File: src/sv/fhpc_pkg.sv
// shared types, codes and constants of the fan heater pwm controller
package fhpc_pkg;

  localparam int unsigned OP_W   = 2;
  localparam int unsigned BYTE_W = 8;
  localparam int unsigned CFG_W  = 3;

  // event codes
  typedef enum logic [OP_W-1:0] {
    OP_CMD   = 2'd0,
    OP_PULSE = 2'd1,
    OP_FAN   = 2'd2,
    OP_HEAT  = 2'd3
  } op_t;

  // command characters
  localparam logic [BYTE_W-1:0] CMD_POWER  = 8'h36;
  localparam logic [BYTE_W-1:0] CMD_MODE   = 8'h37;
  localparam logic [BYTE_W-1:0] CMD_SLOWER = 8'h38;
  localparam logic [BYTE_W-1:0] CMD_FASTER = 8'h39;

  // configuration register indexes
  typedef enum logic [CFG_W-1:0] {
    CFG_SPEED_PERIOD    = 3'd0,
    CFG_REVERSAL_PULSES = 3'd1,
    CFG_HEAT_ON_TICKS   = 3'd2,
    CFG_HEAT_PERIOD     = 3'd3,
    CFG_COOL_ON_TICKS   = 3'd4,
    CFG_COOL_PERIOD     = 3'd5
  } cfg_idx_t;

  // reset values
  localparam logic [BYTE_W-1:0] RST_SPEED_PERIOD    = 8'd6;
  localparam logic [BYTE_W-1:0] RST_REVERSAL_PULSES = 8'd20;
  localparam logic [BYTE_W-1:0] RST_HEAT_ON_TICKS   = 8'd3;
  localparam logic [BYTE_W-1:0] RST_HEAT_PERIOD     = 8'd7;
  localparam logic [BYTE_W-1:0] RST_COOL_ON_TICKS   = 8'd5;
  localparam logic [BYTE_W-1:0] RST_COOL_PERIOD     = 8'd5;
  localparam logic [BYTE_W-1:0] RST_DUTY_LEVEL      = 8'd3;

  // one pwm tick: new pin level and new counter
  typedef struct packed {
    logic              pin;
    logic [BYTE_W-1:0] count;
  } pwm_step_t;

  function automatic pwm_step_t pwm_tick(input logic [BYTE_W-1:0] count,
                                         input logic [BYTE_W-1:0] on_ticks,
                                         input logic [BYTE_W-1:0] period);
    pwm_step_t         res;
    logic [BYTE_W-1:0] inc;
    res.pin   = (count < on_ticks);
    inc       = count + 8'd1;
    res.count = (inc == period) ? '0 : inc;
    return res;
  endfunction

endpackage

File: src/sv/fan_heater_pwm_controller_unit.sv
// fan heater pwm controller: event register, state update and result handshake
//
//   channel | direction | handshake           | payload
//   in_     | input     | in_valid/in_ready   | operation, cmd_byte
//   out_    | output    | out_valid/out_ready | drives, lamp, direction, power, level
//   cfg_    | input     | cfg_valid/cfg_ready | index, data
//
// one event per cycle while results are taken: an event waits in the input
// register, then updates the state, whose registers are also the result register.
// out_valid is registered together with that state update; the out transfer
// follows once out_ready is high.
// a stalled result holds the input register; a new event is taken whenever the
// input register is empty or moves on in the same cycle.
// synchronous reset clears handshake and controller state; cfg_ready is always high.
module fan_heater_pwm_controller_unit (
  input  logic                         clk,
  input  logic                         rst_n,
  input  logic                         in_valid,
  output logic                         in_ready,
  input  logic [fhpc_pkg::OP_W-1:0]    in_operation,
  input  logic [fhpc_pkg::BYTE_W-1:0]  in_cmd_byte,
  output logic                         out_valid,
  input  logic                         out_ready,
  output logic                         out_heat_drive,
  output logic                         out_fan_drive,
  output logic                         out_upper_lamp,
  output logic                         out_reverse_dir,
  output logic                         out_powered,
  output logic [fhpc_pkg::BYTE_W-1:0]  out_speed_level,
  input  logic                         cfg_valid,
  output logic                         cfg_ready,
  input  logic [fhpc_pkg::CFG_W-1:0]   cfg_index,
  input  logic [fhpc_pkg::BYTE_W-1:0]  cfg_data
);
  import fhpc_pkg::*;

  // input register
  logic              in_valid_r;
  op_t               op_r;
  logic [BYTE_W-1:0] cmd_r;

  // configuration registers
  logic [BYTE_W-1:0] speed_period_r, reversal_pulses_r;
  logic [BYTE_W-1:0] heat_on_ticks_r, heat_period_r;
  logic [BYTE_W-1:0] cool_on_ticks_r, cool_period_r;

  // controller state, also the result payload
  logic              out_valid_r;
  logic              power_r, cool_r, dir_r, heat_pin_r, fan_pin_r;
  logic [BYTE_W-1:0] heat_cnt_r, fan_cnt_r, duty_r, pulse_r;

  logic              power_nxt, cool_nxt, dir_nxt, heat_pin_nxt, fan_pin_nxt;
  logic [BYTE_W-1:0] heat_cnt_nxt, fan_cnt_nxt, duty_nxt, pulse_nxt;
  logic [BYTE_W-1:0] pulse_inc;
  pwm_step_t         fan_step, heat_step;
  logic              advance;

  // pipeline control
  assign advance   = in_valid_r && (!out_valid_r || out_ready);
  assign in_ready  = !in_valid_r || advance;
  assign cfg_ready = 1'b1;

  assign out_valid       = out_valid_r;
  assign out_heat_drive  = heat_pin_r;
  assign out_fan_drive   = fan_pin_r;
  assign out_upper_lamp  = cool_r;
  assign out_reverse_dir = dir_r;
  assign out_powered     = power_r;
  assign out_speed_level = duty_r;

  // pwm and pulse arithmetic
  assign pulse_inc = pulse_r + 8'd1;
  assign fan_step  = pwm_tick(fan_cnt_r, duty_r, speed_period_r);
  assign heat_step = cool_r ? pwm_tick(heat_cnt_r, cool_on_ticks_r, cool_period_r)
                            : pwm_tick(heat_cnt_r, heat_on_ticks_r, heat_period_r);

  // state update for the event in the input register
  always_comb begin
    power_nxt    = power_r;
    cool_nxt     = cool_r;
    dir_nxt      = dir_r;
    heat_pin_nxt = heat_pin_r;
    fan_pin_nxt  = fan_pin_r;
    heat_cnt_nxt = heat_cnt_r;
    fan_cnt_nxt  = fan_cnt_r;
    duty_nxt     = duty_r;
    pulse_nxt    = pulse_r;
    case (op_r)
      OP_CMD: begin
        case (cmd_r)
          CMD_POWER: begin
            if (!power_r) begin
              power_nxt = 1'b1;
              dir_nxt   = 1'b0;
              pulse_nxt = '0;
            end else begin
              power_nxt    = 1'b0;
              heat_pin_nxt = 1'b0;
              fan_pin_nxt  = 1'b0;
            end
          end
          CMD_MODE: begin
            cool_nxt     = !cool_r;
            heat_cnt_nxt = '0;
          end
          CMD_SLOWER: begin
            if (duty_r > 8'd1) begin
              duty_nxt    = duty_r - 8'd1;
              fan_cnt_nxt = '0;
            end
          end
          CMD_FASTER: begin
            if (duty_r < speed_period_r) begin
              duty_nxt    = duty_r + 8'd1;
              fan_cnt_nxt = '0;
            end
          end
          default: begin
          end
        endcase
      end
      OP_PULSE: begin
        if (pulse_inc == reversal_pulses_r) begin
          pulse_nxt = '0;
          dir_nxt   = !dir_r;
        end else begin
          pulse_nxt = pulse_inc;
        end
      end
      OP_FAN: begin
        if (power_r) begin
          fan_pin_nxt = fan_step.pin;
          fan_cnt_nxt = fan_step.count;
        end
      end
      OP_HEAT: begin
        if (power_r) begin
          heat_pin_nxt = heat_step.pin;
          heat_cnt_nxt = heat_step.count;
        end
      end
      default: begin
      end
    endcase
  end

  // input register, state and result valid
  always_ff @(posedge clk) begin
    if (!rst_n) begin
      in_valid_r  <= 1'b0;
      out_valid_r <= 1'b0;
      power_r     <= 1'b0;
      cool_r      <= 1'b0;
      dir_r       <= 1'b0;
      heat_pin_r  <= 1'b0;
      fan_pin_r   <= 1'b0;
      heat_cnt_r  <= '0;
      fan_cnt_r   <= '0;
      duty_r      <= RST_DUTY_LEVEL;
      pulse_r     <= '0;
    end else begin
      if (in_ready) begin
        in_valid_r <= in_valid;
      end
      if (advance) begin
        out_valid_r <= 1'b1;
        power_r     <= power_nxt;
        cool_r      <= cool_nxt;
        dir_r       <= dir_nxt;
        heat_pin_r  <= heat_pin_nxt;
        fan_pin_r   <= fan_pin_nxt;
        heat_cnt_r  <= heat_cnt_nxt;
        fan_cnt_r   <= fan_cnt_nxt;
        duty_r      <= duty_nxt;
        pulse_r     <= pulse_nxt;
      end else if (out_ready) begin
        out_valid_r <= 1'b0;
      end
    end
  end

  // input payload, loaded on transfer
  always_ff @(posedge clk) begin
    if (in_valid && in_ready) begin
      op_r  <= op_t'(in_operation);
      cmd_r <= in_cmd_byte;
    end
  end

  // configuration writes
  always_ff @(posedge clk) begin
    if (!rst_n) begin
      speed_period_r    <= RST_SPEED_PERIOD;
      reversal_pulses_r <= RST_REVERSAL_PULSES;
      heat_on_ticks_r   <= RST_HEAT_ON_TICKS;
      heat_period_r     <= RST_HEAT_PERIOD;
      cool_on_ticks_r   <= RST_COOL_ON_TICKS;
      cool_period_r     <= RST_COOL_PERIOD;
    end else if (cfg_valid && cfg_ready) begin
      case (cfg_idx_t'(cfg_index))
        CFG_SPEED_PERIOD:    speed_period_r    <= cfg_data;
        CFG_REVERSAL_PULSES: reversal_pulses_r <= cfg_data;
        CFG_HEAT_ON_TICKS:   heat_on_ticks_r   <= cfg_data;
        CFG_HEAT_PERIOD:     heat_period_r     <= cfg_data;
        CFG_COOL_ON_TICKS:   cool_on_ticks_r   <= cfg_data;
        CFG_COOL_PERIOD:     cool_period_r     <= cfg_data;
        default: begin
        end
      endcase
    end
  end

endmodule

File: config.mk
export PLATFORM = sky130hd
export DESIGN_NAME = fan_heater_pwm_controller_unit
export DESIGN_NICKNAME = d
export VERILOG_FILES = /design/src/sv/fhpc_pkg.sv /design/src/sv/fan_heater_pwm_controller_unit.sv
export SDC_FILE = /design/constraint.sdc
export NUM_CORES = 1
export LEC_CHECK = 0
export ABC_AREA = 1
export BUFFER_PORTS_ARGS = -buffer_cell sky130_fd_sc_hd__buf_4
export CORE_MARGIN = 5
export CORE_UTILIZATION = 59
export DETAILED_ROUTE_END_ITERATION = 10
export HOLD_SLACK_MARGIN = 0.03
export PLACE_DENSITY_LB_ADDON = 0.1
export SETUP_SLACK_MARGIN = 0.1
export SLEW_MARGIN = 20
export SYNTH_ARGS = -nofsm -noshare
export SYNTH_HDL_FRONTEND = slang
export SYNTH_SLANG_ARGS = --single-unit
File: constraint.sdc
create_clock -name clk -period 3 [get_ports clk]
set_input_delay 0.45 -clock clk [delete_from_list [all_inputs] [get_ports clk]]
set_output_delay 0.45 -clock clk [all_outputs]
set_load 0.01 [all_outputs]
Word level (Yosys, flattened, before mapping). Cells that the tools add are included.

Bits of input ports: 26. Word-level logic and storage cells: 119. Register bits after elaboration: 97. Output and inout bits: 16.

$add $sub $neg: 5. Reductions and logical operators: 30. Equality and inequality tests: 28. $lt $le $gt $ge: 5. Mux-type cells: 32.

Operators by type and width (number): two-way mux 8 bit (13); one-hot mux 8 bit (2 select lines) (5); adder 8 x 1 -> 8 bit, second input constant (4); equality test 8 x 6 -> 1 bit, second input constant (4); equality test 8 bit (4); < comparator 8 bit (4); AND reduction 5 bit (4); inequality test 2 bit, second input constant (7); AND reduction 2 bit (6); two-way mux 1 bit (10); nonzero test 2 bit (5); two-way mux 9 bit (1); > comparator 8 x 1 -> 1 bit, second input constant (1); AND reduction 4 bit (2); subtractor 8 x 1 -> 8 bit, second input constant (1); equality test 3 x 2 -> 1 bit, second input constant (2); equality test 3 bit, second input constant (2); inequality test 3 bit, second input constant (2); one-hot mux 1 bit (2 select lines) (3); AND reduction 3 bit (2); AND reduction 6 bit (1); equality test 2 bit, second input constant (2); logical NOT 1 bit (4); inequality test 2 x 1 -> 1 bit, second input constant (2); other kinds (7) (9).

Logic depth before layout (Yosys ltp).
Depth after elaboration: 6. Depth in mapped cells: 14. Depth with buffers taken out: 14.

Least setup slack after synthesis. No wires, ideal clock.

Path kind: reg-to-reg. Start point: reg duty_r[0] (netlist: out_speed_level[0]). End point: reg fan_cnt_r[7]. Setup slack: 1.117 ns. Data required time: 2.887 ns. Arrival time: 1.770 ns. Path buffers: 1. Period minus slack after synthesis: 1.883 ns. Stages on the path, launching flop included: 12. Library setup time: 0.113 ns. Cell sequence: dfxtp_1 -> inv_1 -> ha_1 -> o2111ai_1 -> nor2_1 -> nor2_2 -> nand2_4 -> a21boi_4 -> buf_6 -> nand2_1 -> nand2_1 -> nor2_1.

Word-level cells in the longest chain between the ends: 3. Elaborated cells between the ends (all ways): 5. Classes of those cells: 2 x order compare; 2 x eq/ne; 1 x reduce/logical.

RTL lines: from (decl) (RTL line fan_heater_pwm_controller_unit.sv:50) `logic [BYTE_W-1:0] heat_cnt_r, fan_cnt_r, duty_r, pulse_r;`; from (signal assigned) (RTL line fan_heater_pwm_controller_unit.sv:174) `duty_r <= duty_nxt;`; < comparator 8 bit or > comparator 8 x 1 -> 1 bit (tied branches) (RTL line fan_heater_pwm_controller_unit.sv:113, fan_heater_pwm_controller_unit.sv:107); inequality test 3 bit (no line); AND reduction 6 bit (no line) *; to (signal assigned) (RTL line fan_heater_pwm_controller_unit.sv:173) `fan_cnt_r <= fan_cnt_nxt;`; to (decl) (RTL line fan_heater_pwm_controller_unit.sv:50).

Mark *: on every way between the ends. The rest lies on a longest branch, timed or not. A chain may end at the register's enable or synchronous reset.

Worst setup path in the final report. Same ends and word-level chain as after synthesis.

==> flow_summary.json <==
{
  "status": "finished, final reports clean",
  "min_delay_worst_endpoint": "op_r[0]",
  "layoutNonFillerInstCount": 992,
  "finalSetupViolCount": 0,
  "post_cts_buffers": 0,
  "grt_pass1_vias": 5044,
  "core-area_mm2": 0.00933,
  "dieWidth_um": 108,
  "fin_worst_skew_ps": 8.93,
  "path_class": "reg -> reg",
  "setup_slack_ps": 717,
  "vias_per_cell": 5.51,
  "p_leak_nw": 2.77,
  "wl_mm": 13.8,
  "fin_nets": 918,
  "cts_sinks": 97,
  "root_buffer": "clkbuf_8",
  "synth_cell_types": 40,
  "r2r_setup_slack_ps": 720,
  "r2r-end": "fan_cnt_r[7]",
  "cts_max_level": 3,
  "peakVddDrop_v": 0.000283,
  "dp_hpwl_mm": 10.6,
  "vias": 5462,
  "layout_common_cells": "190 x nand2_1, 103 x inv_1, 103 x nor2_1, 87 x dfxtp_1",
  "fin_total_pwr_mw": 2.63,
  "hold_path.class": "in -> reg",
  "grt.overflow.total": 0,
  "drt_iter0_drc": 367,
  "hold_violations": 0,
  "pwr_density_cell_mw_per_mm2": 417,
  "r2r_start": "out_speed_level[0]",
  "diodes": 0,
  "setup.worst_path.end_class": "register",
  "wl_per_cell_um": 13.9,
  "dpl.cell_count": 976,
  "grt_pass1_wl_mm": 23.5,
  "seq_area_frac_synth": 0.359,
  "netlist_instances": 827,
  "cts_resized": 0,
  "gp_congestion": 0.923,
  "slew_violations": 0,
  "cts_buffers": 9,
  "ant_nets": 0,
  "synthesis.area_mm2": 0.00570,
  "hp-start": "in_operation[0]",
  "area_growth_syn_to_layout_pct": 10.5,
  "dr.pass1.iters": 5,
  "syn_nets": 887,
  "hold_depth": 1,
  "fin_util": 0.675,
  "antenna_found_initial": 0,
  "grt_max_degree": 68,
  "ff2ff_path_depth": 10,
  "tightestPinTransition_ps": 638,
  "ys_warn_count": 0,
  "drc": 0,
  "finalCritPeriodShare": 0.761,
  "post_dp_cell_area_mm2": 0.00605,
  "final_area_mm2": 0.00630,
  "worst_ep_required_time_ps": 3270,
  "rows": 35,
  "die_h_um": 108,
  "postSynthAreaPerCell_um2": 6.89,
  "ioPinCount": 42,
  "portBuffers": 40,
  "fin_hold_ws_ps": 255,
  "dp_slack_ps": 771,
  "die-area_mm2": 0.0117,
  "timing.fmax_ghz": 0.438,
  "clock_tree.buffer_depth": 2,
  "arrival_ps": 2550,
  "insertion_delay_ps": 370,
  "startpoint_type": "register",
  "grt_usage": 0.249,
  "layout_commonest_cell": "nand2_1",
  "initial_core_util": 0.611,
  "slew_headroom": 0.575,
  "cts_hold_buffers": 0,
  "min_period_ps": 2280,
  "cap_violations": 0,
  "clkTransAtPathRegs_ps": 100,
  "cts_tree": "done",
  "rsz0062_at_grt": "false",
  "worstPathMaxFanout": 14,
  "drive_gt1_frac": 0.0927,
  "final.setup.tns_ps": 0,
  "ys_seq_elements": 97
}
[area by class of cell]
cell class / instances / area, µm²
repair buffers: 41 / 308
well taps: 129 / 161
multi-input cells: 604 / 3150
fillers: 832 / 3030
flip-flops and latches: 97 / 2040
clock buffers: 10 / 149
clock inverters: 6 / 93.8
inverters: 105 / 394
[logic make-up (layout without fill, tap and decap cells)]
kind of cell,after synthesis,in the layout,share of synthesized area
muxes,2,2,0.00352
and+or+nand+nor,408,408,0.313
buffers and inverters,126,162,0.0887
other,1,1,0.000658
AOI/OAI and AO/OA,142,142,0.134
adders and majority gates,34,34,0.0747
xor gates and xnor gates,17,17,0.0261
DFF,97,97,0.359
[synth_stat cells, drive strengths merged]
cell type,instances,area [µm²]
o211ai,10,75.1
conb,1,3.75
edfxtp,10,300
o21a,2,15.0
dfxtp,87,1740
nor3b,2,20.0
nor3,6,30.0
o21bai,1,7.51
buf,8,61.3
clkbuf,13,50.0
mux2i,2,20.0
o21ai,59,295
a21boi,2,26.3
nand4,18,128
o2111ai,1,8.76
xor2,9,78.8
inv,105,394
nand2,194,743
a21o,1,7.51
nor2,111,447
nand3,69,360
or2,3,18.8
nand3b,5,37.5
xnor2,8,70.1
ha,34,425
a21oi,66,330
[critical path, cell delays in order, from the launching register on]
cell and delay, ps:
dfxtp_1 500, inv_1 130, ha_1 270, o2111ai_1 240, nor2_1 80, nor2_2 230
nand2_4 120, a21boi_4 380, nand2_1 120, nand2_1 80, nor2_1 40
[state kept, by name, summed over array words and instances, names as in the netlist, 2 cells and up]
signal             flops
cmd_r                  8
cool_on_ticks_r        8
cool_period_r          8
fan_cnt_r              8
heat_cnt_r             8
heat_on_ticks_r        8
heat_period_r          8
op_r                   2
out_speed_level        8
pulse_r                8
reversal_pulses_r      8
speed_period_r         8
[power breakdown]
part / internal [mW] / total (mW) / switching [mW] / leakage (nW)
Clock: 0.530 / 1.02 / 0.488 / 0.120
Sequential: 1.35 / 1.38 / 0.0307 / 0.804
Combinational: 0.0856 / 0.229 / 0.143 / 1.85
[worst max path at each step]
stage	from	end	slack [ps]
2_1_floorplan	out_speed_level[0]	fan_cnt_r[7]	1120
3_3_place_gp	out_speed_level[0]	fan_cnt_r[2]	830
3_5_place_dp	out_speed_level[0]	fan_cnt_r[7]	770
4_1_cts	out_speed_level[0]	fan_cnt_r[7]	750
5_1_grt	out_speed_level[0]	fan_cnt_r[1]	540
6_report	out_speed_level[0]	fan_cnt_r[7]	720
[metal layers]
layer / global-route usage / share of wire / vias up
li1: - / - / 2757
met1: 0.345 / 0.46 / 2500
met2: 0.400 / 0.45 / 180
met3: 0.0388 / 0.066 / 25
met4: 0.0766 / 0.021 / 0
met5: 0 / 0 / -
(Power assumes the default switching activity.)
